[config.mk]
export PLATFORM = sky130hd
export DESIGN_NAME = sha1_byte_stream_hasher
export DESIGN_NICKNAME = d
export VERILOG_FILES = /design/src/sha1h_pkg.sv /design/src/sha1h_front.sv /design/src/sha1h_queue.sv /design/src/sha1h_core.sv /design/src/sha1_byte_stream_hasher.sv
export SDC_FILE = /design/constraint.sdc
export NUM_CORES = 2
export LEC_CHECK = 0
export ABC_AREA = 0
export BUFFER_PORTS_ARGS = -buffer_cell sky130_fd_sc_hd__buf_4
export CELL_PAD_IN_SITES_DETAIL_PLACEMENT = 0
export CELL_PAD_IN_SITES_GLOBAL_PLACEMENT = 1
export CORE_ASPECT_RATIO = 1.1
export CORE_MARGIN = 3
export CORE_UTILIZATION = 53
export DETAILED_ROUTE_END_ITERATION = 12
export GPL_ROUTABILITY_DRIVEN = 0
export PLACE_DENSITY_LB_ADDON = 0.2
export REMOVE_ABC_BUFFERS = 1
export SYNTH_ARGS = -nofsm -noshare
export SYNTH_HDL_FRONTEND = slang
export SYNTH_SLANG_ARGS = --single-unit
[constraint.sdc]
create_clock -name clk -period 29.2 [get_ports clk]
set_clock_uncertainty 0.2 [all_clocks]
set_input_delay 2.92 -clock clk [delete_from_list [all_inputs] [get_ports clk]]
set_output_delay 2.92 -clock clk [all_outputs]
set_load 0.01 [all_outputs]
[src/sha1h_pkg.sv]
// shared types and constants of the sha-1 byte stream hasher
`timescale 1ns / 1ps
`default_nettype none
package sha1h_pkg;

  typedef struct packed {
    logic [1:0] mode;
    logic [7:0] data_byte;
  } cmd_word_t;

  typedef struct packed {
    logic [31:0] digest_word;
    logic [2:0]  word_index;
    logic        last_word;
    logic        status;
  } res_word_t;

  localparam logic [1:0] MODE_ABSORB  = 2'd0;
  localparam logic [1:0] MODE_FINISH  = 2'd1;
  localparam logic [1:0] MODE_RESTART = 2'd2;

  typedef enum logic [2:0] {
    OP_ABSORB,
    OP_FIN_PAD,
    OP_FIN_REPEAT,
    OP_FIN_ERR,
    OP_RESTART
  } job_op_t;

  // arg holds the byte for an absorb and the bit length for a padded finish
  typedef struct packed {
    job_op_t     op;
    logic [63:0] arg;
  } job_t;

  localparam logic [31:0] SHA1_IV [5] = '{
    32'h67452301, 32'hEFCDAB89, 32'h98BADCFE, 32'h10325476, 32'hC3D2E1F0
  };

  localparam logic [31:0] K_R0 = 32'h5A827999;
  localparam logic [31:0] K_R1 = 32'h6ED9EBA1;
  localparam logic [31:0] K_R2 = 32'h8F1BBCDC;
  localparam logic [31:0] K_R3 = 32'hCA62C1D6;

  localparam logic [7:0] PAD_MARK    = 8'h80;
  localparam logic [5:0] LEN_OFFSET  = 6'd56;
  localparam logic [6:0] LAST_ROUND  = 7'd79;
  localparam logic [2:0] LAST_DIGEST = 3'd4;

endpackage
`default_nettype wire

[src/sha1h_front.sv]
// front end: tracks length and stream flags and turns words into jobs
`timescale 1ns / 1ps
`default_nettype none
module sha1h_front
  import sha1h_pkg::*;
(
  input  wire logic      clk,
  input  wire logic      rst,
  input  wire logic      cmd_valid,
  output logic           cmd_stall,
  input  wire cmd_word_t cmd_word,
  input  wire logic      q_full,
  output logic           push,
  output job_t           push_job
);

  logic [63:0] bit_length;
  logic [63:0] bit_length_next;
  logic        finished;
  logic        corrupt;
  logic        accept;

  assign cmd_stall       = q_full;
  assign accept          = cmd_valid && !q_full;
  assign bit_length_next = bit_length + 64'd8;

  always_comb begin
    push         = 1'b0;
    push_job.op  = OP_ABSORB;
    push_job.arg = '0;
    case (cmd_word.mode)
      MODE_ABSORB: begin
        if (!finished && !corrupt) begin
          push         = accept;
          push_job.op  = OP_ABSORB;
          push_job.arg = {56'd0, cmd_word.data_byte};
        end
      end
      MODE_FINISH: begin
        push = accept;
        if (corrupt) begin
          push_job.op = OP_FIN_ERR;
        end else if (!finished) begin
          push_job.op  = OP_FIN_PAD;
          push_job.arg = bit_length;
        end else begin
          push_job.op = OP_FIN_REPEAT;
        end
      end
      MODE_RESTART: begin
        push        = accept;
        push_job.op = OP_RESTART;
      end
      default: begin
        push = 1'b0;
      end
    endcase
  end

  always_ff @(posedge clk) begin
    if (rst) begin
      bit_length <= '0;
      finished   <= 1'b0;
      corrupt    <= 1'b0;
    end else if (accept) begin
      case (cmd_word.mode)
        MODE_ABSORB: begin
          if (finished || corrupt) begin
            corrupt <= 1'b1;
          end else begin
            bit_length <= bit_length_next;
            // length wrapped around
            if (bit_length_next == 64'd0) corrupt <= 1'b1;
          end
        end
        MODE_FINISH: begin
          if (!corrupt) finished <= 1'b1;
        end
        MODE_RESTART: begin
          bit_length <= '0;
          finished   <= 1'b0;
          corrupt    <= 1'b0;
        end
        default: begin
          finished <= finished;
        end
      endcase
    end
  end

endmodule
`default_nettype wire

[src/sha1h_queue.sv]
// small job queue between front end and hash core
`timescale 1ns / 1ps
`default_nettype none
module sha1h_queue
  import sha1h_pkg::*;
#(
  parameter int DEPTH = 4
) (
  input  wire logic clk,
  input  wire logic rst,
  input  wire logic push,
  input  wire job_t push_job,
  output logic      full,
  input  wire logic pop,
  output logic      head_valid,
  output job_t      head_job
);

  localparam int PW = (DEPTH > 1) ? $clog2(DEPTH) : 1;
  localparam int CW = $clog2(DEPTH + 1);

  job_t          slots [DEPTH];
  logic [PW-1:0] wr_ptr;
  logic [PW-1:0] rd_ptr;
  logic [CW-1:0] count;

  assign full       = (count == CW'(DEPTH));
  assign head_valid = (count != '0);
  assign head_job   = slots[rd_ptr];

  always_ff @(posedge clk) begin
    if (rst) begin
      wr_ptr <= '0;
      rd_ptr <= '0;
      count  <= '0;
    end else begin
      if (push && !full) begin
        slots[wr_ptr] <= push_job;
        wr_ptr <= (wr_ptr == PW'(DEPTH - 1)) ? '0 : wr_ptr + 1'b1;
      end
      if (pop && head_valid) begin
        rd_ptr <= (rd_ptr == PW'(DEPTH - 1)) ? '0 : rd_ptr + 1'b1;
      end
      case ({push && !full, pop && head_valid})
        2'b10:   count <= count + 1'b1;
        2'b01:   count <= count - 1'b1;
        default: count <= count;
      endcase
    end
  end

endmodule
`default_nettype wire

[src/sha1h_core.sv]
// hash core: block assembly, padding, 80-round compression and digest and error word output
`timescale 1ns / 1ps
`default_nettype none
module sha1h_core
  import sha1h_pkg::*;
(
  input  wire logic clk,
  input  wire logic rst,
  input  wire logic q_valid,
  input  wire job_t q_job,
  output logic      q_pop,
  output logic      res_valid,
  input  wire logic res_stall,
  output res_word_t res_word
);

  typedef enum logic [2:0] {
    ST_IDLE,
    ST_PAD,
    ST_ROUND,
    ST_ADD,
    ST_EMIT
  } state_t;

  typedef enum logic [2:0] {
    PS_NONE,
    PS_MARK,
    PS_ZERO,
    PS_LEN,
    PS_DONE
  } pad_stage_t;

  state_t      state;
  pad_stage_t  pad_stage;
  logic [5:0]  fill;
  logic [23:0] wacc;
  logic [31:0] w [16];
  logic [31:0] a, b, c, d, e;
  logic [6:0]  rnd;
  logic [31:0] chain [5];
  logic [63:0] len_sr;
  logic [2:0]  len_cnt;
  logic [2:0]  emit_idx;

  logic        slot_free;
  logic        res_load;
  logic        absorb_en;
  logic [7:0]  absorb_byte;
  logic [31:0] f_val;
  logic [31:0] k_val;
  logic [31:0] t_next;
  logic [31:0] w_mix;
  logic [31:0] w_sched;

  assign slot_free = !res_valid || !res_stall;

  // a result word is loaded this cycle
  assign res_load = (state == ST_EMIT && slot_free) ||
                    (state == ST_IDLE && q_pop && q_job.op == OP_FIN_ERR);

  always_comb begin
    q_pop       = 1'b0;
    absorb_en   = 1'b0;
    absorb_byte = 8'd0;
    case (state)
      ST_IDLE: begin
        if (q_valid) begin
          case (q_job.op)
            OP_ABSORB: begin
              q_pop       = 1'b1;
              absorb_en   = 1'b1;
              absorb_byte = q_job.arg[7:0];
            end
            OP_FIN_ERR: q_pop = slot_free;
            default:    q_pop = 1'b1;
          endcase
        end
      end
      ST_PAD: begin
        case (pad_stage)
          PS_MARK: begin
            absorb_en   = 1'b1;
            absorb_byte = PAD_MARK;
          end
          PS_ZERO: absorb_en = (fill != LEN_OFFSET);
          PS_LEN: begin
            absorb_en   = 1'b1;
            absorb_byte = len_sr[63:56];
          end
          default: absorb_en = 1'b0;
        endcase
      end
      default: q_pop = 1'b0;
    endcase
  end

  // one round of the compression
  always_comb begin
    if (rnd < 7'd20) begin
      f_val = (b & c) | (~b & d);
      k_val = K_R0;
    end else if (rnd < 7'd40) begin
      f_val = b ^ c ^ d;
      k_val = K_R1;
    end else if (rnd < 7'd60) begin
      f_val = (b & c) | (b & d) | (c & d);
      k_val = K_R2;
    end else begin
      f_val = b ^ c ^ d;
      k_val = K_R3;
    end
    t_next  = {a[26:0], a[31:27]} + f_val + e + w[0] + k_val;
    w_mix   = w[13] ^ w[8] ^ w[2] ^ w[0];
    w_sched = {w_mix[30:0], w_mix[31]};
  end

  always_ff @(posedge clk) begin
    if (rst) begin
      state     <= ST_IDLE;
      pad_stage <= PS_NONE;
      fill      <= '0;
      rnd       <= '0;
      len_cnt   <= '0;
      emit_idx  <= '0;
      res_valid <= 1'b0;
      for (int i = 0; i < 5; i++) chain[i] <= SHA1_IV[i];
    end else begin
      if (res_load) begin
        res_valid <= 1'b1;
      end else if (res_valid && !res_stall) begin
        res_valid <= 1'b0;
      end

      if (absorb_en) begin
        wacc <= {wacc[15:0], absorb_byte};
        fill <= fill + 1'b1;
        if (fill[1:0] == 2'b11) begin
          for (int i = 0; i < 15; i++) w[i] <= w[i + 1];
          w[15] <= {wacc, absorb_byte};
        end
        // block is full: start compression
        if (fill == 6'd63) begin
          a     <= chain[0];
          b     <= chain[1];
          c     <= chain[2];
          d     <= chain[3];
          e     <= chain[4];
          rnd   <= '0;
          state <= ST_ROUND;
        end
      end

      case (state)
        ST_IDLE: begin
          if (q_pop) begin
            case (q_job.op)
              OP_FIN_PAD: begin
                len_sr    <= q_job.arg;
                len_cnt   <= '0;
                pad_stage <= PS_MARK;
                state     <= ST_PAD;
              end
              OP_FIN_REPEAT: begin
                emit_idx <= '0;
                state    <= ST_EMIT;
              end
              OP_FIN_ERR: begin
                res_word.digest_word <= '0;
                res_word.word_index  <= '0;
                res_word.last_word   <= 1'b1;
                res_word.status      <= 1'b1;
              end
              OP_RESTART: begin
                for (int i = 0; i < 5; i++) chain[i] <= SHA1_IV[i];
                fill      <= '0;
                pad_stage <= PS_NONE;
              end
              default: begin
                pad_stage <= pad_stage;
              end
            endcase
          end
        end
        ST_PAD: begin
          case (pad_stage)
            PS_MARK: pad_stage <= PS_ZERO;
            PS_ZERO: begin
              if (fill == LEN_OFFSET) pad_stage <= PS_LEN;
            end
            PS_LEN: begin
              len_sr  <= {len_sr[55:0], 8'd0};
              len_cnt <= len_cnt + 1'b1;
              if (len_cnt == 3'd7) pad_stage <= PS_DONE;
            end
            default: pad_stage <= pad_stage;
          endcase
        end
        ST_ROUND: begin
          for (int i = 0; i < 15; i++) w[i] <= w[i + 1];
          w[15] <= w_sched;
          a     <= t_next;
          b     <= a;
          c     <= {b[1:0], b[31:2]};
          d     <= c;
          e     <= d;
          rnd   <= rnd + 1'b1;
          if (rnd == LAST_ROUND) state <= ST_ADD;
        end
        ST_ADD: begin
          chain[0] <= chain[0] + a;
          chain[1] <= chain[1] + b;
          chain[2] <= chain[2] + c;
          chain[3] <= chain[3] + d;
          chain[4] <= chain[4] + e;
          case (pad_stage)
            PS_NONE: state <= ST_IDLE;
            PS_DONE: begin
              emit_idx <= '0;
              state    <= ST_EMIT;
            end
            default: state <= ST_PAD;
          endcase
        end
        ST_EMIT: begin
          if (slot_free) begin
            res_word.digest_word <= chain[emit_idx];
            res_word.word_index  <= emit_idx;
            res_word.last_word   <= (emit_idx == LAST_DIGEST);
            res_word.status      <= 1'b0;
            emit_idx             <= emit_idx + 1'b1;
            if (emit_idx == LAST_DIGEST) begin
              pad_stage <= PS_NONE;
              state     <= ST_IDLE;
            end
          end
        end
        default: state <= ST_IDLE;
      endcase
    end
  end

  a_round_range: assert property (@(posedge clk) disable iff (rst)
    (state == ST_ROUND) |-> (rnd <= LAST_ROUND))
    else $error("round counter past last round");

  a_emit_range: assert property (@(posedge clk) disable iff (rst)
    (state == ST_EMIT) |-> (emit_idx <= LAST_DIGEST))
    else $error("digest index out of range");

  a_pop_idle: assert property (@(posedge clk) disable iff (rst)
    q_pop |-> (state == ST_IDLE && q_valid))
    else $error("job taken while core busy");

  a_pad_to_emit: assert property (@(posedge clk) disable iff (rst)
    (state == ST_ADD && pad_stage == PS_DONE) |=> (state == ST_EMIT))
    else $error("final block did not lead to digest output");

  a_error_word: assert property (@(posedge clk) disable iff (rst)
    (res_valid && res_word.status) |-> (res_word.last_word && res_word.word_index == 3'd0))
    else $error("error word is not a single last word");

endmodule
`default_nettype wire

[src/sha1_byte_stream_hasher.sv]
// top level of the sha-1 byte stream hasher
// a word passes front end and queue and waits there until the core is idle
// absorb: one byte per job; a full block then adds 80 rounds and an add step
// sustained rate is set by the single round unit, which holds off new bytes
// finish: marker, zero and length bytes, one or two compressions, then 5 words
// rst is synchronous: clears queue, length, flags and loads the initial hash
`timescale 1ns / 1ps
`default_nettype none
module sha1_byte_stream_hasher
  import sha1h_pkg::*;
#(
  parameter int QUEUE_DEPTH = 4
) (
  input  wire logic      clk,
  input  wire logic      rst,
  input  wire logic      cmd_valid,
  output logic           cmd_stall,
  input  wire cmd_word_t cmd_word,
  output logic           res_valid,
  input  wire logic      res_stall,
  output res_word_t      res_word
);

  logic push;
  job_t push_job;
  logic q_full;
  logic q_pop;
  logic q_valid;
  job_t q_job;

  sha1h_front u_front (
    .clk       (clk),
    .rst       (rst),
    .cmd_valid (cmd_valid),
    .cmd_stall (cmd_stall),
    .cmd_word  (cmd_word),
    .q_full    (q_full),
    .push      (push),
    .push_job  (push_job)
  );

  sha1h_queue #(
    .DEPTH (QUEUE_DEPTH)
  ) u_queue (
    .clk        (clk),
    .rst        (rst),
    .push       (push),
    .push_job   (push_job),
    .full       (q_full),
    .pop        (q_pop),
    .head_valid (q_valid),
    .head_job   (q_job)
  );

  sha1h_core u_core (
    .clk       (clk),
    .rst       (rst),
    .q_valid   (q_valid),
    .q_job     (q_job),
    .q_pop     (q_pop),
    .res_valid (res_valid),
    .res_stall (res_stall),
    .res_word  (res_word)
  );

endmodule
`default_nettype wire

[Word level (Yosys, flattened, before mapping)]
Memory sizes are Yosys's and may differ from the RTL's. A register that Yosys moved wholly into a read port is not among the register bits.
Cells that the tools add are included.
Storage, ports and cells
  memories kept: 3
  bits in read-only memories: 0
  bits in registers: 384
  memory bits (writable): 940
  latch bits: 0
  logic and storage cells: 318
Memory list
  u_core.w: words 16, width 32, read ports 16, clocked after memory_dff 0, write ports 16, RTL line sha1h_core.sv:37  | logic [31:0] w [16];
  u_queue.slots: words 4, width 67, read ports 1, clocked after memory_dff 1, write ports 1, RTL line sha1h_queue.sv:22  | job_t slots [DEPTH];
  u_core.chain: words 5, width 32, read ports 6, clocked after memory_dff 1, write ports 5, RTL line sha1h_core.sv:40  | logic [31:0] chain [5];
Operators by class
  mux-type cells: 144
  equal/unequal tests: 41
  shifts and indexed selects: 0
  magnitude comparators: 3
  bitwise operators: 40
  divide/modulo/power cells: 0
  $add $sub $neg: 18
  multipliers: 0
  reductions and logical operators: 45
Operators with widths (count)
  32-bit 2-to-1 mux: 46
  64-bit 2-to-1 mux: 6
  64-bit one-hot mux with 2 select lines: 3
  32-bit adder: 9
  32-bit bitwise XOR: 5
  32-bit AND: 4
  37-bit 2-to-1 mux: 3
  32-bit bitwise OR: 3
  37-bit one-hot mux with 2 select lines: 1
  64-bit by 4-bit adder with 64-bit output, second input constant: 1
  64-bit logical NOT: 1
  3-bit 2-to-1 mux: 21
  3-bit one-hot mux with 3 select lines: 4
  32-bit inverter: 1
  8-bit one-hot mux with 2 select lines: 2
  1-bit 2-to-1 mux: 31
  31-bit 2-to-1 mux: 1
  3-bit one-hot mux with 2 select lines: 5
  1-bit bitwise OR: 26
  6-bit 2-to-1 mux: 4
  8-bit 2-to-1 mux: 3
  7-bit 2-to-1 mux: 3
  3-bit by 2-bit equality test with 1-bit output, second input constant: 6
  3-bit equality test, second input constant: 6
  other kinds (36): 96

[Logic depth before layout (Yosys ltp)]
  depth in word-level cells: 11
  gate-level depth with buffers: 26
  depth with buffers taken out: 24

[Cells and area by module]
From an unflattened synthesis, not the netlist that was laid out.
Second synthesis, totals
  cell total of the unflattened synthesis: 5006
  area total of the unflattened synthesis: 63768.7 µm²
By module, submodules not included
  sha1h_core: sequential area each 29318.1 µm², cells each 3894, times used 1, area an instance 48713.0 µm²
  sha1h_queue: sequential area each 8227.9 µm², cells each 404, times used 1, area an instance 10186.0 µm²
  sha1h_front: sequential area each 1261.2 µm², cells each 708, times used 1, area an instance 4869.7 µm²

[Worst setup path before layout]
No wires, ideal clock.
  kind: in2reg
  from: input port rst
  to: memory u_core.w[0][0] (enable)
  stages: 4
  setup slack: 2.874 ns
  arrival time: 24.728 ns
  buffers on the path: 3
  data required time: 27.602 ns
  path through: clkbuf_1 clkbuf_1 clkbuf_1 nor2_1
RTL lines
  from (decl): RTL line sha1_byte_stream_hasher.sv:15  | input wire logic rst,
  to (decl): RTL line sha1h_core.sv:37

==> flow_summary.toml <==
[synthesis]
yosysWarningCount = 0
ys_ff_latch = 1326
avgSynthCellArea_um2 = 13.0
synth_ff_type = "edfxtp_1"
async_flop_share_pct = 0
yosys-top-cells-area = "edfxtp_1 (58%), ha_1 (4.3%), fa_1 (3.8%)"
synth_edf_count = 1225
synth_top_area_share_pct = 57.8
synth_area_um2 = 63600
ys_seq_area_share_pct = 61.0
yosysTopAreaCell = "edfxtp_1"
ys_types = 83
synthCells = 4902

[sta]
finalCritPeriodShare_pct = 26.6
maxSlewViolCount = 0
finalHoldViolCount = 0
maxSlewHeadroom_pct = 22.9
fmax_mhz = 129
layout_setup_ws_ns = 21.43
setup_violations = 0
period_needed_ns = 7.77
worst_slew_pin_slew_ns = 1.15
grt_setup_unrepaired = "no"

[cts]
clk_pin_slew_ns = 0.06
cts_resized = 0
insertion_delay_ns = 0.78
ctsHoldBuffers = 0
cts_buffer_depth = 3
cts.root.buffer_cell = "clkbuf_16"
cts_num_sinks = 1326
post-cts-setup-buffers = 0
h-tree-depth = 4
cts_tree = "done"
numCtsBuffers = 139

[critical_path]
cp-end-kind = "flip-flop"
path_class = "flip-flop to flip-flop"
reg2reg_slack_ns = 21.43
arrival_ns = 7.95
path_max_fanout = 84
critical_path_required_ns = 29.38
cp-start-kind = "flip-flop"

[die]
die_h_um = 369
die_width_um = 336
coreArea_um2 = 118000
initial_utilization_pct = 53.7
num_rows = 132
die_area_um2 = 124000
pin_count = 53

[cells_and_area]
nNetsFinal = 5308
stdcell_count = 6609
mostFrequentLayoutCells = "edfxtp_1 (1225), nand2_1 (574), nor2_1 (393)"
n_antenna_cell = 0
area_growth_pct = 10.3
final_common_cell = "edfxtp_1"
fin_area_um2 = 70200
fill_cells = 9338
drive_gt1_share_pct = 10.4

[placed_design]
dp_hpwl_um = 109000
placed_cell_area_um2 = 65700
dpl.cell_count = 6356
dp_slack_ns = 21.25
portBuffers = 52

[global_route]
gr-max-usage-layer = "met2"
use_met3_pct = 3.58
grt_first_pass_wirelength_um = 241000
grt-ovfl-total = 0
use_met1_pct = 34.3
grt_max_degree = 97
grtUsageMet2_pct = 43.0
antenna_found_initial = 0
first_global_vias = 38426
grt_use_total_pct = 26.0

[hold_path]
min_from = "u_core.w[3][51]$_DFFE_PP_"
min_path_type = "flip-flop to flip-flop"

[pwr]
power.leakage_uw = 0.0252
ir_drop_v = 0.0000489
p_per_area_nw_per_um2 = 61.4

[run_status]
status = "complete, no violations"

[route]
drt_wl_total_um = 159000
via_per_inst = 5.88
ant_nets = 0
routedWlPerCell_um = 24.1
drtIter0Drc = 3267
drt-pass1-iter-count = 6
num_vias = 38829
drc = 0

[flow_run]
cap_viol_max_count = 0
## report_power, final
part	switching [uW]	internal [uW]	leakage (uW)
Sequential	42.1	2120	0.0119
Clock	753	995	0.00214
Combinational	220	181	0.0112
Total	1020	3300	0.0252
## metal layers
metal  wire (um)  vias up
met1       66600    19484
met2       78100      984
met5           0        -
met4        7440        0
li1            -    18111
met3        6970      250
## flip-flops by register name, summed over array words and instances (netlist names), 37 cells and up, named ones only
signal and flops:
u_core.len_sr 64, u_queue.slots 268, u_core.chain 160, u_core.res_word 37
u_front.bit_length 61, u_core.w 512
## cell families after synthesis
| family | Yosys count | share of synthesized area [%] |
|---|---|---|
| and+or+nand+nor | 1458 | 10.5 |
| DFF | 1326 | 61.0 |
| AOI/OAI and AO/OA | 814 | 8.03 |
| buffers and inverters | 431 | 2.58 |
| adders and majority gates | 338 | 8.06 |
| xor gates and xnor gates | 303 | 4.17 |
| muxes | 232 | 5.72 |
## critical path, cell delays in order (launching register included)
cell and delay, ns:
dfxtp_4 0.74, mux4_2 0.69, nor4_4 0.78, a21oi_1 0.28, nor2b_1 0.44, nor2_1 0.20, nor2_4 0.56, buf_4 0.79
buf_4 0.84, buf_4 0.81, buf_4 0.91
## cell type report
class	count	area [um2]	share of cell area, %
Clock buffer	175	3700	5.27
Sequential cell	1326	38800	55.3
Multi-Input combinational cell	3145	23300	33.2
Timing Repair Buffer	107	803	1.14
Tap cell	1541	1930	2.75
Clock inverter	78	773	1.10
Inverter	237	890	1.27
## synth_stat cells (14+ instances only)
cell / instances
nor2b_1: 38
o21ai_0: 230
fa_1: 120
nand2b_1: 34
nand3b_1: 18
o21bai_1: 19
inv_1: 237
nand4_1: 30
a211oi_1: 25
nand3_1: 72
and3_1: 102
ha_1: 218
a31oi_1: 40
mux4_2: 99
mux2_2: 63
clkbuf_1: 151
nor4_1: 23
o21a_1: 24
a221o_1: 14
edfxtp_1: 1225
xor2_1: 99
a21o_1: 83
buf_1: 26
o31ai_1: 18
nand2_1: 576
nor3_1: 62
dfxtp_1: 101
nor2_1: 400
and2_1: 21
xnor2_1: 204
a22o_1: 14
a21oi_1: 232
or3_1: 29
mux2i_1: 70
## path summary, 6_finish.rpt
path,cells past startpoint,endpoint
min reg2reg,0,u_core.w[3][19]$_DFFE_PP_
min,0,u_core.w[3][19]$_DFFE_PP_
max,10,u_core.w[7][52]$_DFFE_PP_
max reg2reg,10,u_core.w[7][52]$_DFFE_PP_
## metrics by stage
stage	util (%)	power (uW)	hold slack, ns	setup TNS (ns)
CTS	59.3	4360	0.193	0
finish	59.3	4310	0.194	0
floorplan	-	2490	0.200	-8.48
global route	59.3	4470	0.205	0
detailed placement	55.5	2610	0.205	0
global placement	55.5	2600	0.200	0
(Power assumes the default switching activity.)
